[config.mk]
export PLATFORM = sky130hd
export DESIGN_NAME = cubic_interpolating_resampler
export DESIGN_NICKNAME = d
export VERILOG_FILES = /design/src/sv/cir_pkg.sv /design/src/sv/cubic_interpolating_resampler.sv /design/src/sv/cir_queue.sv /design/src/sv/cir_front.sv /design/src/sv/cir_back.sv
export SDC_FILE = /design/constraint.sdc
export NUM_CORES = 2
export LEC_CHECK = 0
export ABC_CLOCK_PERIOD_IN_PS = 9850
export BUFFER_PORTS_ARGS = -buffer_cell sky130_fd_sc_hd__buf_2
export CORE_MARGIN = 3
export CORE_UTILIZATION = 44
export DETAILED_ROUTE_END_ITERATION = 6
export SYNTH_ARGS = -nofsm -noshare
export SYNTH_HDL_FRONTEND = slang
export SYNTH_SLANG_ARGS = --single-unit
[constraint.sdc]
create_clock -name clk -period 9.85 [get_ports clk]
set_clock_uncertainty 0.1 [all_clocks]
set_input_delay 1.97 -clock clk [delete_from_list [all_inputs] [get_ports clk]]
set_output_delay 1.97 -clock clk [all_outputs]
set_load 0.01 [all_outputs]
[src/sv/cir_pkg.sv]
// shared types and constants of the cubic interpolating resampler
`default_nettype none

package cir_pkg;

    localparam logic OP_SAMPLE  = 1'b0;
    localparam logic OP_RESTART = 1'b1;

    localparam int MAX_OUTS     = 64;
    localparam int OUT_CNT_BITS = 7;
    localparam int Q_DEPTH      = 2;
    localparam int Q_PTR_BITS   = 1;
    localparam int Q_CNT_BITS   = 2;

    typedef enum logic
    {
        CMD_SAMPLE  = 1'b0,
        CMD_RESTART = 1'b1
    } cmd_t;

    typedef struct packed
    {
        logic push;
        cmd_t cmd;
    } q_push_t;

    typedef struct packed
    {
        logic valid;
        cmd_t cmd;
    } q_head_t;

    typedef enum logic [2:0]
    {
        ST_IDLE,
        ST_COEF,
        ST_MUL,
        ST_ADD,
        ST_FIN
    } back_state_t;

endpackage

`default_nettype wire

[src/sv/cubic_interpolating_resampler.sv]
// top level of the catmull-rom cubic interpolating resampler
// input channel in_valid/in_ready carries opcode and sample_in; opcode sample
// pushes a new audio sample, opcode restart clears history, priming and phase
// output channel out_valid/out_ready carries sample_out and last; last marks
// the final output caused by one input item, an item may cause zero to 64
// configuration channel cfg_valid/cfg_ready writes step_ratio (Q4.FRAC_BITS),
// always ready, to be written only while the block is idle
// an item is accepted into a two-entry queue when it has room; the back pops
// one queued item when idle and updates history and phase in that cycle; a
// primed sample then passes through the coefficient state
// each output is made by three multiply and round-add steps of the Horner
// evaluation through one shared multiplier, then a rounding and saturation step
// a stalled receiver holds the output register; the next output waits in the
// back, and the queue keeps taking items until full
// reset, asynchronous active low, clears history, priming and the queue, sets
// phase to 1.0 and step_ratio to 1.0
`default_nettype none

module cubic_interpolating_resampler #(
    parameter int SAMPLE_BITS = 24,
    parameter int FRAC_BITS   = 16
) (
    input  wire logic                          clk,
    input  wire logic                          rst_n,
    input  wire logic                          in_valid,
    output logic                               in_ready,
    input  wire logic                          opcode,
    input  wire logic signed [SAMPLE_BITS-1:0] sample_in,
    output logic                               out_valid,
    input  wire logic                          out_ready,
    output logic signed [SAMPLE_BITS-1:0]      sample_out,
    output logic                               last,
    input  wire logic                          cfg_valid,
    output logic                               cfg_ready,
    input  wire logic [FRAC_BITS+3:0]          cfg_data
);

    localparam int RATIO_BITS = FRAC_BITS + 4;
    localparam logic [RATIO_BITS-1:0] RATIO_RESET = RATIO_BITS'(1) << FRAC_BITS;

    logic [RATIO_BITS-1:0]  step_ratio_reg;
    logic [RATIO_BITS-1:0]  step_ratio_next;
    cir_pkg::q_push_t       q_wr;
    cir_pkg::q_head_t       q_head;
    logic [SAMPLE_BITS-1:0] q_wr_data;
    logic [SAMPLE_BITS-1:0] q_head_data;
    logic                   q_full;
    logic                   q_pop;

    assign cfg_ready       = 1'b1;
    assign step_ratio_next = cfg_valid ? cfg_data : step_ratio_reg;

    always_ff @(posedge clk or negedge rst_n)
    begin
        if (!rst_n)
        begin
            step_ratio_reg <= RATIO_RESET;
        end
        else
        begin
            step_ratio_reg <= step_ratio_next;
        end
    end

    cir_front #(
        .SAMPLE_BITS (SAMPLE_BITS),
        .RATIO_BITS  (RATIO_BITS)
    ) u_front (
        .in_valid   (in_valid),
        .in_ready   (in_ready),
        .opcode     (opcode),
        .sample_in  (sample_in),
        .step_ratio (step_ratio_reg),
        .q_full     (q_full),
        .q_wr       (q_wr),
        .q_data     (q_wr_data)
    );

    cir_queue #(
        .DATA_BITS (SAMPLE_BITS)
    ) u_queue (
        .clk       (clk),
        .rst_n     (rst_n),
        .wr        (q_wr),
        .wr_data   (q_wr_data),
        .full      (q_full),
        .pop       (q_pop),
        .head      (q_head),
        .head_data (q_head_data)
    );

    cir_back #(
        .SAMPLE_BITS (SAMPLE_BITS),
        .FRAC_BITS   (FRAC_BITS)
    ) u_back (
        .clk        (clk),
        .rst_n      (rst_n),
        .head       (q_head),
        .head_data  (q_head_data),
        .pop        (q_pop),
        .step_ratio (step_ratio_reg),
        .out_valid  (out_valid),
        .out_ready  (out_ready),
        .sample_out (sample_out),
        .last       (last)
    );

endmodule

`default_nettype wire

[src/sv/cir_queue.sv]
// two-entry command queue between the front and the back
`default_nettype none

module cir_queue #(
    parameter int DATA_BITS = 24
) (
    input  wire logic                  clk,
    input  wire logic                  rst_n,
    input  wire cir_pkg::q_push_t      wr,
    input  wire logic [DATA_BITS-1:0]  wr_data,
    output logic                       full,
    input  wire logic                  pop,
    output cir_pkg::q_head_t           head,
    output logic [DATA_BITS-1:0]       head_data
);

    cir_pkg::cmd_t                 cmd_mem [cir_pkg::Q_DEPTH];
    logic [DATA_BITS-1:0]          data_mem [cir_pkg::Q_DEPTH];
    logic [cir_pkg::Q_PTR_BITS-1:0] wr_ptr_reg;
    logic [cir_pkg::Q_PTR_BITS-1:0] wr_ptr_next;
    logic [cir_pkg::Q_PTR_BITS-1:0] rd_ptr_reg;
    logic [cir_pkg::Q_PTR_BITS-1:0] rd_ptr_next;
    logic [cir_pkg::Q_CNT_BITS-1:0] cnt_reg;
    logic [cir_pkg::Q_CNT_BITS-1:0] cnt_next;
    logic                          do_push;
    logic                          do_pop;

    assign full      = (cnt_reg == cir_pkg::Q_CNT_BITS'(cir_pkg::Q_DEPTH));
    assign head.valid = (cnt_reg != '0);
    assign head.cmd  = cmd_mem[rd_ptr_reg];
    assign head_data = data_mem[rd_ptr_reg];

    assign do_push = wr.push && !full;
    assign do_pop  = pop && head.valid;

    always_comb
    begin
        wr_ptr_next = wr_ptr_reg;
        rd_ptr_next = rd_ptr_reg;
        cnt_next    = cnt_reg;
        if (do_push)
        begin
            wr_ptr_next = wr_ptr_reg + 1'b1;
        end
        if (do_pop)
        begin
            rd_ptr_next = rd_ptr_reg + 1'b1;
        end
        if (do_push && !do_pop)
        begin
            cnt_next = cnt_reg + 1'b1;
        end
        else if (do_pop && !do_push)
        begin
            cnt_next = cnt_reg - 1'b1;
        end
    end

    always_ff @(posedge clk or negedge rst_n)
    begin
        if (!rst_n)
        begin
            wr_ptr_reg <= '0;
            rd_ptr_reg <= '0;
            cnt_reg    <= '0;
        end
        else
        begin
            wr_ptr_reg <= wr_ptr_next;
            rd_ptr_reg <= rd_ptr_next;
            cnt_reg    <= cnt_next;
        end
    end

    always_ff @(posedge clk)
    begin
        if (do_push)
        begin
            cmd_mem[wr_ptr_reg]  <= wr.cmd;
            data_mem[wr_ptr_reg] <= wr_data;
        end
    end

endmodule

`default_nettype wire

[src/sv/cir_front.sv]
// input front: accepts items, classifies them and queues commands
`default_nettype none

module cir_front #(
    parameter int SAMPLE_BITS = 24,
    parameter int RATIO_BITS  = 20
) (
    input  wire logic                    in_valid,
    output logic                         in_ready,
    input  wire logic                    opcode,
    input  wire logic [SAMPLE_BITS-1:0]  sample_in,
    input  wire logic [RATIO_BITS-1:0]   step_ratio,
    input  wire logic                    q_full,
    output cir_pkg::q_push_t             q_wr,
    output logic [SAMPLE_BITS-1:0]       q_data
);

    logic accept;

    assign in_ready = !q_full;
    assign accept   = in_valid && !q_full;
    assign q_data   = sample_in;

    // zero ratio: sample dropped with no effect
    always_comb
    begin
        q_wr.push = 1'b0;
        q_wr.cmd  = cir_pkg::CMD_SAMPLE;
        case (opcode)
            cir_pkg::OP_RESTART:
            begin
                q_wr.push = accept;
                q_wr.cmd  = cir_pkg::CMD_RESTART;
            end
            cir_pkg::OP_SAMPLE:
            begin
                q_wr.push = accept && (step_ratio != '0);
                q_wr.cmd  = cir_pkg::CMD_SAMPLE;
            end
            default:
            begin
                q_wr.push = 1'b0;
            end
        endcase
    end

endmodule

`default_nettype wire

[src/sv/cir_back.sv]
// execution back: history, phase and shared-multiplier cubic evaluation
`default_nettype none

module cir_back #(
    parameter int SAMPLE_BITS = 24,
    parameter int FRAC_BITS   = 16
) (
    input  wire logic                                clk,
    input  wire logic                                rst_n,
    input  wire cir_pkg::q_head_t                    head,
    input  wire logic [SAMPLE_BITS-1:0]              head_data,
    output logic                                     pop,
    input  wire logic [FRAC_BITS+3:0]                step_ratio,
    output logic                                     out_valid,
    input  wire logic                                out_ready,
    output logic signed [SAMPLE_BITS-1:0]            sample_out,
    output logic                                     last
);

    localparam int PHASE_BITS = FRAC_BITS + 4;
    localparam int W          = SAMPLE_BITS + 6;
    localparam int PW         = W + FRAC_BITS + 1;

    localparam logic [PHASE_BITS-1:0] ONE_Q = PHASE_BITS'(1) << FRAC_BITS;
    localparam logic [PHASE_BITS-1:0] TWO_Q = PHASE_BITS'(2) << FRAC_BITS;
    localparam logic signed [PW-1:0]  HALF_Q = PW'(1) << (FRAC_BITS - 1);
    localparam logic signed [W-1:0]   ONE_W = W'(1);
    localparam logic signed [W-1:0]   SAT_HI = {{(W-SAMPLE_BITS+1){1'b0}},
                                                {(SAMPLE_BITS-1){1'b1}}};
    localparam logic signed [W-1:0]   SAT_LO = {{(W-SAMPLE_BITS+1){1'b1}},
                                                {(SAMPLE_BITS-1){1'b0}}};

    cir_pkg::back_state_t state_reg;
    cir_pkg::back_state_t state_next;

    logic signed [SAMPLE_BITS-1:0] taps_reg [4];
    logic signed [SAMPLE_BITS-1:0] taps_next [4];
    logic [1:0]                    prime_reg;
    logic [1:0]                    prime_next;
    logic [PHASE_BITS-1:0]         phase_reg;
    logic [PHASE_BITS-1:0]         phase_next;
    logic [cir_pkg::OUT_CNT_BITS-1:0] n_reg;
    logic [cir_pkg::OUT_CNT_BITS-1:0] n_next;
    logic [1:0]                    step_reg;
    logic [1:0]                    step_next;

    logic signed [W-1:0]  a_reg, b_reg, c_reg, d_reg;
    logic signed [W-1:0]  a_next, b_next, c_next, d_next;
    logic signed [W-1:0]  p_reg, p_next;
    logic signed [PW-1:0] prod_reg, prod_next;

    logic                          out_valid_reg, out_valid_next;
    logic signed [SAMPLE_BITS-1:0] out_sample_reg, out_sample_next;
    logic                          out_last_reg, out_last_next;

    logic signed [W-1:0]  y0, y1, y2, y3;
    logic signed [W-1:0]  addend;
    logic signed [PW-1:0] rnd_sum;
    logic signed [PW-1:0] rnd_shift;
    logic signed [W-1:0]  r_full;
    logic signed [W-1:0]  r_sat;
    logic signed [FRAC_BITS:0] t_s;
    logic [PHASE_BITS:0]  phase_sum;
    logic [PHASE_BITS-1:0] phase_adv;
    logic                 last_now;
    logic signed [SAMPLE_BITS-1:0] s_in;

    assign out_valid  = out_valid_reg;
    assign sample_out = out_sample_reg;
    assign last       = out_last_reg;

    assign s_in = signed'(head_data);
    assign y0 = W'(taps_reg[0]);
    assign y1 = W'(taps_reg[1]);
    assign y2 = W'(taps_reg[2]);
    assign y3 = W'(taps_reg[3]);

    assign t_s = signed'({1'b0, phase_reg[FRAC_BITS-1:0]});

    always_comb
    begin
        case (step_reg)
            2'd0:    addend = b_reg;
            2'd1:    addend = a_reg;
            default: addend = d_reg;
        endcase
    end

    assign rnd_sum   = prod_reg + HALF_Q;
    assign rnd_shift = rnd_sum >>> FRAC_BITS;
    assign r_full    = (p_reg + ONE_W) >>> 1;

    always_comb
    begin
        if (r_full > SAT_HI)
        begin
            r_sat = SAT_HI;
        end
        else if (r_full < SAT_LO)
        begin
            r_sat = SAT_LO;
        end
        else
        begin
            r_sat = r_full;
        end
    end

    assign phase_sum = {1'b0, phase_reg} + {1'b0, step_ratio};
    assign phase_adv = phase_sum[PHASE_BITS] ? '1 : phase_sum[PHASE_BITS-1:0];
    assign last_now  = (phase_adv >= TWO_Q)
                    || (n_reg == cir_pkg::OUT_CNT_BITS'(cir_pkg::MAX_OUTS - 1));

    always_comb
    begin
        state_next      = state_reg;
        taps_next       = taps_reg;
        prime_next      = prime_reg;
        phase_next      = phase_reg;
        n_next          = n_reg;
        step_next       = step_reg;
        a_next          = a_reg;
        b_next          = b_reg;
        c_next          = c_reg;
        d_next          = d_reg;
        p_next          = p_reg;
        prod_next       = prod_reg;
        out_valid_next  = out_valid_reg && !out_ready;
        out_sample_next = out_sample_reg;
        out_last_next   = out_last_reg;
        pop             = 1'b0;

        case (state_reg)
            cir_pkg::ST_IDLE:
            begin
                if (head.valid)
                begin
                    pop = 1'b1;
                    case (head.cmd)
                        cir_pkg::CMD_RESTART:
                        begin
                            for (int i = 0; i < 4; i++)
                            begin
                                taps_next[i] = '0;
                            end
                            prime_next = 2'd0;
                            phase_next = ONE_Q;
                        end
                        cir_pkg::CMD_SAMPLE:
                        begin
                            case (prime_reg)
                                2'd0:
                                begin
                                    taps_next[0] = s_in;
                                    taps_next[1] = s_in;
                                    prime_next   = 2'd1;
                                end
                                2'd1:
                                begin
                                    taps_next[2] = s_in;
                                    prime_next   = 2'd2;
                                end
                                2'd2:
                                begin
                                    taps_next[3] = s_in;
                                    prime_next   = 2'd3;
                                    phase_next   = ONE_Q;
                                    state_next   = cir_pkg::ST_COEF;
                                end
                                default:
                                begin
                                    taps_next[0] = taps_reg[1];
                                    taps_next[1] = taps_reg[2];
                                    taps_next[2] = taps_reg[3];
                                    taps_next[3] = s_in;
                                    phase_next   = (phase_reg >= TWO_Q) ? phase_reg - ONE_Q
                                                                        : ONE_Q;
                                    state_next   = cir_pkg::ST_COEF;
                                end
                            endcase
                        end
                        default:
                        begin
                            state_next = cir_pkg::ST_IDLE;
                        end
                    endcase
                end
            end

            cir_pkg::ST_COEF:
            begin
                a_next = y2 - y0;
                b_next = (y0 <<< 1) - ((y1 <<< 2) + y1) + (y2 <<< 2) - y3;
                c_next = ((y1 <<< 1) + y1) - ((y2 <<< 1) + y2) + y3 - y0;
                d_next = y1 <<< 1;
                p_next = ((y1 <<< 1) + y1) - ((y2 <<< 1) + y2) + y3 - y0;
                n_next = '0;
                step_next = 2'd0;
                if (phase_reg < TWO_Q)
                begin
                    state_next = cir_pkg::ST_MUL;
                end
                else
                begin
                    state_next = cir_pkg::ST_IDLE;
                end
            end

            cir_pkg::ST_MUL:
            begin
                prod_next  = p_reg * t_s;
                state_next = cir_pkg::ST_ADD;
            end

            cir_pkg::ST_ADD:
            begin
                p_next = W'(rnd_shift) + addend;
                if (step_reg == 2'd2)
                begin
                    state_next = cir_pkg::ST_FIN;
                end
                else
                begin
                    step_next  = step_reg + 2'd1;
                    state_next = cir_pkg::ST_MUL;
                end
            end

            cir_pkg::ST_FIN:
            begin
                if (!out_valid_reg || out_ready)
                begin
                    out_valid_next  = 1'b1;
                    out_sample_next = r_sat[SAMPLE_BITS-1:0];
                    out_last_next   = last_now;
                    phase_next      = phase_adv;
                    n_next          = n_reg + 1'b1;
                    step_next       = 2'd0;
                    p_next          = c_reg;
                    state_next      = last_now ? cir_pkg::ST_IDLE : cir_pkg::ST_MUL;
                end
            end

            default:
            begin
                state_next = cir_pkg::ST_IDLE;
            end
        endcase
    end

    always_ff @(posedge clk or negedge rst_n)
    begin
        if (!rst_n)
        begin
            state_reg     <= cir_pkg::ST_IDLE;
            prime_reg     <= 2'd0;
            phase_reg     <= ONE_Q;
            n_reg         <= '0;
            step_reg      <= 2'd0;
            out_valid_reg <= 1'b0;
            for (int i = 0; i < 4; i++)
            begin
                taps_reg[i] <= '0;
            end
        end
        else
        begin
            state_reg     <= state_next;
            prime_reg     <= prime_next;
            phase_reg     <= phase_next;
            n_reg         <= n_next;
            step_reg      <= step_next;
            out_valid_reg <= out_valid_next;
            taps_reg      <= taps_next;
        end
    end

    always_ff @(posedge clk)
    begin
        a_reg          <= a_next;
        b_reg          <= b_next;
        c_reg          <= c_next;
        d_reg          <= d_next;
        p_reg          <= p_next;
        prod_reg       <= prod_next;
        out_sample_reg <= out_sample_next;
        out_last_reg   <= out_last_next;
    end

endmodule

`default_nettype wire

==> results summary <==
Hold repair after CTS inserted 0 buffers. Global routing used 30.20% of the available met1 tracks. The critical path in this run is classified as reg -> reg.

The number of setup violations in the final report came out at 0. The post-synthesis cell count came out at 4637. A synthesized cell averages 9.535 sq um.

The number of clock buffers inserted by TritonCTS is 49. The number of global-route vias before repair was 32.35k. After detailed routing, the average wire length per cell comes to 17.82 um. STA classifies the critical path endpoint as a register. The total overflow left after global routing is 0. The detailed-placement wirelength estimate came out at 82990 um. Cells with a size suffix above 1 make up 5.551% of the layout. The accumulated negative setup slack came out at 0 ns.

The cell area that synthesis handed to floorplanning was 44210 sq um. Row generation in the floorplan step produced 115 rows. The nature of the critical path startpoint is a register. The number of flip-flops under the largest register name is 96. The initial antenna violation count is 0. The data arrival time at the worst-slack endpoint is 8.44 ns. The number of DRC violations after detailed-routing iteration 0 is 1732. The fraction of the cycle the final worst path needs came out at 83.16%. The post-cts repair resize count is 0.

At the end of routability-driven placement, the weighted congestion stood at 0.8530. The count of port buffers added during placement came out at 76. The final antenna-violating net count came out at 0. Setup repair after global routing left no endpoint under its margin.

The number of max-capacitance violations reported came out at 0. The count of flip-flops with a built-in enable after synthesis is 245. The first-pass detailed-route iteration total is 5. The maximum number of pins on one net before global-route repair came out at 97.

The largest driver fanout on the critical path is 21. The number of nets produced by synthesis is 5577. The flow ran to the end, and the final reports show no timing, DRC or antenna violations.

The number of ports placed on the die boundary came out at 78. The die is 323.0 um tall. In the global route stage, overall resource usage came out at 20.92%. The via density per instance is 5.245. The initial core utilization is 44.66%. Measured along the x axis, the die boundary spans 323.0 um. The post-detailed-routing wire length came out at 106100 um. The path type of the worst min-delay path is reg -> reg.

The number of pins with negative max-slew slack in the final report came out at 0. The count of final hold-check violations was 0. The final critical delay including setup and external delays is 8.191 ns.

The met2 capacity usage during global routing is 34.04%. The met3 track demand over resource in global routing came out at 2.590%. The clock reaches the later pin of the worst-skew pair after 0.63 ns. The clock transition at the registers of the reported paths came out at 0.06 ns. The Yosys step of the flow raised 0 warnings.

Counting along the longest clock path gives a buffer depth of 3. The first-pass GRT wire length is 174300 um. The core area came out at 98990 sq um.

From synthesis to final layout, the design area changed by 7.723%. The count of unresolved DRC violations after routing came out at 0. The data required time of the worst path is 10.10 ns. For the pin with the worst max-slew slack, the measured transition is 1.367 ns. The number of nets in the layout came out at 5566. The netlist uses 80 different library cells. The antenna diode count came out at 0. Summing over every cut layer, the via total after detailed routing is 31.22k. The total die area came out at 104300 sq um. The tree is rooted in a sky130_fd_sc_hd__clkbuf_16.

The share of the Yosys chip area taken by registers is 25.42%. The relative max-transition margin is 8.342%. After global routing, the most crowded layer is met2. Of all flip-flops after synthesis, the portion carrying an async set or reset was 38.75%. The clock tree from TritonCTS is done. The number of H-tree levels came out at 2. For this run, the leading register cell type out of synthesis is sky130_fd_sc_hd__edfxtp_1.

The number of setup buffers added after CTS came out at 0. The number of sinks driven by the clock tree is 400. Based on the critical path, the design can be clocked at up to 122.1 MHz. The total of flip-flops plus latches after synthesis is 400.
[cells in the mapped netlist, drive strengths merged (6+ instances only)]
library cell	number	area share, %
a211oi	19	0.32
a21oi	174	2.0
o31ai	56	0.96
o31a	7	0.14
nor4	12	0.18
nor3b	6	0.10
a221o	14	0.32
or3	8	0.11
and3	34	0.48
nand2b	44	0.62
o21ai	299	3.4
xor2	89	1.8
or2	6	0.085
and2	232	3.3
ha	328	9.3
a22oi	40	0.68
o211ai	18	0.31
mux2	21	0.53
nor2	142	1.2
buf	12	0.12
clkbuf	175	1.5
mux2i	27	0.61
a21o	72	1.2
nor3	45	0.52
inv	749	6.4
o21a	37	0.63
a31oi	18	0.25
edfxtp	245	17
o2111ai	6	0.12
dfrtp	153	8.7
nand3	65	0.74
fa	562	25
xnor2	179	3.5
nand4	13	0.18
nand2	589	5.0
nor2b	35	0.50
o21bai	21	0.36
[final timing paths]
kind / startpoint / to / slack (ns) / cells past startpoint
setup reg to reg: u_back.phase_reg[10] / u_back.prod_reg[45] / 1.66 / 25
hold reg to reg: u_back.phase_reg[1] / u_back.phase_reg[1] / 0.38 / 1
min in group asynchronous: rst_n / u_back.taps_reg[95] / 1.22 / 1
hold / removal: u_back.phase_reg[1] / u_back.phase_reg[1] / 0.38 / 1
max in group asynchronous: rst_n / u_back.phase_reg[3] / 6.60 / 3
setup / recovery: u_back.phase_reg[10] / u_back.prod_reg[45] / 1.66 / 25
[kinds of logic after synthesis]
logic type	after synthesis	synth area share, %
mux	48	1.146
fa+ha+maj	890	34.73
buf+inv	936	7.966
flops	400	25.42
compound gates	852	12.20
simple gates	1242	13.22
xor+xnor	268	5.309
other cells	1	0.008482
[per-stage QoR]
| step | hold WS (ns) | cell area, sq um | setup WS, ns | util, % | instances |
|---|---|---|---|---|---|
| floorplan | 0.3533 | 44210 | 2.960 | - | 4637 |
| global placement | 0.3622 | 45910 | 1.853 | 46.37 | 5862 |
| detailed placement | 0.3713 | 45910 | 1.756 | 46.37 | 5862 |
| CTS | 0.3897 | 47630 | 1.725 | 48.11 | 5953 |
| global route | 0.4125 | 47630 | 1.234 | 48.11 | 5953 |
| finish | 0.3836 | 47630 | 1.659 | 48.11 | 5953 |
[layer usage]
metal,up-vias,share of wire (%)
met5,-,0
met4,0,1.9
met3,108,4.7
met2,610,46
met1,15390,48
li1,15120,-
[critical path, cell delays in order, from the launching register on]
cell and delay, ns:
sky130_fd_sc_hd__dfrtp_1 0.66, sky130_fd_sc_hd__buf_4 0.37, sky130_fd_sc_hd__nand2_1 0.12, sky130_fd_sc_hd__fa_1 0.56, sky130_fd_sc_hd__inv_1 0.05, sky130_fd_sc_hd__fa_1 0.37, sky130_fd_sc_hd__inv_1 0.09, sky130_fd_sc_hd__fa_1 0.39
sky130_fd_sc_hd__inv_1 0.08, sky130_fd_sc_hd__fa_1 0.44, sky130_fd_sc_hd__fa_1 0.54, sky130_fd_sc_hd__inv_1 0.05, sky130_fd_sc_hd__fa_1 0.55, sky130_fd_sc_hd__inv_1 0.06, sky130_fd_sc_hd__ha_1 0.31, sky130_fd_sc_hd__a21oi_1 0.22
sky130_fd_sc_hd__nand3_1 0.12, sky130_fd_sc_hd__o2111ai_1 0.71, sky130_fd_sc_hd__o21ai_1 0.36, sky130_fd_sc_hd__a221oi_2 0.42, sky130_fd_sc_hd__o211ai_1 0.25, sky130_fd_sc_hd__a221o_1 0.41, sky130_fd_sc_hd__a21oi_1 0.26, sky130_fd_sc_hd__o21bai_1 0.13
sky130_fd_sc_hd__a21oi_1 0.19, sky130_fd_sc_hd__xnor2_1 0.09
[cell type report]
cell class / instances / area (sq um)
Clock inverter: 39 / 464.2
Inverter: 749 / 2811
Sequential cell: 400 / 11240
Multi-Input combinational cell: 3301 / 29490
Tap cell: 1287 / 1610
Timing Repair Buffer: 125 / 754.5
Fill cell: 9304 / 51370
Clock buffer: 52 / 1257
[cell usage in the layout, fill, tap and decap left out, drive strengths merged, types with 6 or more instances in the layout]
cell type | synthesis | final
inv | 749 | 754
nand2 | 589 | 589
fa | 562 | 562
ha | 328 | 328
o21ai | 299 | 299
edfxtp | 245 | 245
and2 | 232 | 232
xnor2 | 179 | 179
a21oi | 174 | 174
dfrtp | 153 | 153
nor2 | 142 | 142
buf | 12 | 125
xor2 | 89 | 89
a21o | 72 | 72
nand3 | 65 | 65
o31ai | 56 | 56
clkbuf | 175 | 52
nor3 | 45 | 45
nand2b | 44 | 44
a22oi | 40 | 40
o21a | 37 | 37
nor2b | 35 | 35
and3 | 34 | 34
mux2i | 27 | 27
o21bai | 21 | 21
mux2 | 21 | 21
clkinv | 0 | 21
a211oi | 19 | 19
a31oi | 18 | 18
o211ai | 18 | 18
a221o | 14 | 14
nand4 | 13 | 13
nor4 | 12 | 12
or3 | 8 | 8
bufinv | 0 | 8
o31a | 7 | 7
o2111ai | 6 | 6
or2 | 6 | 6
nor3b | 6 | 6
Power is not shown: default switching activity piles up to over one toggle a cycle in this logic, so the estimate is an artifact.
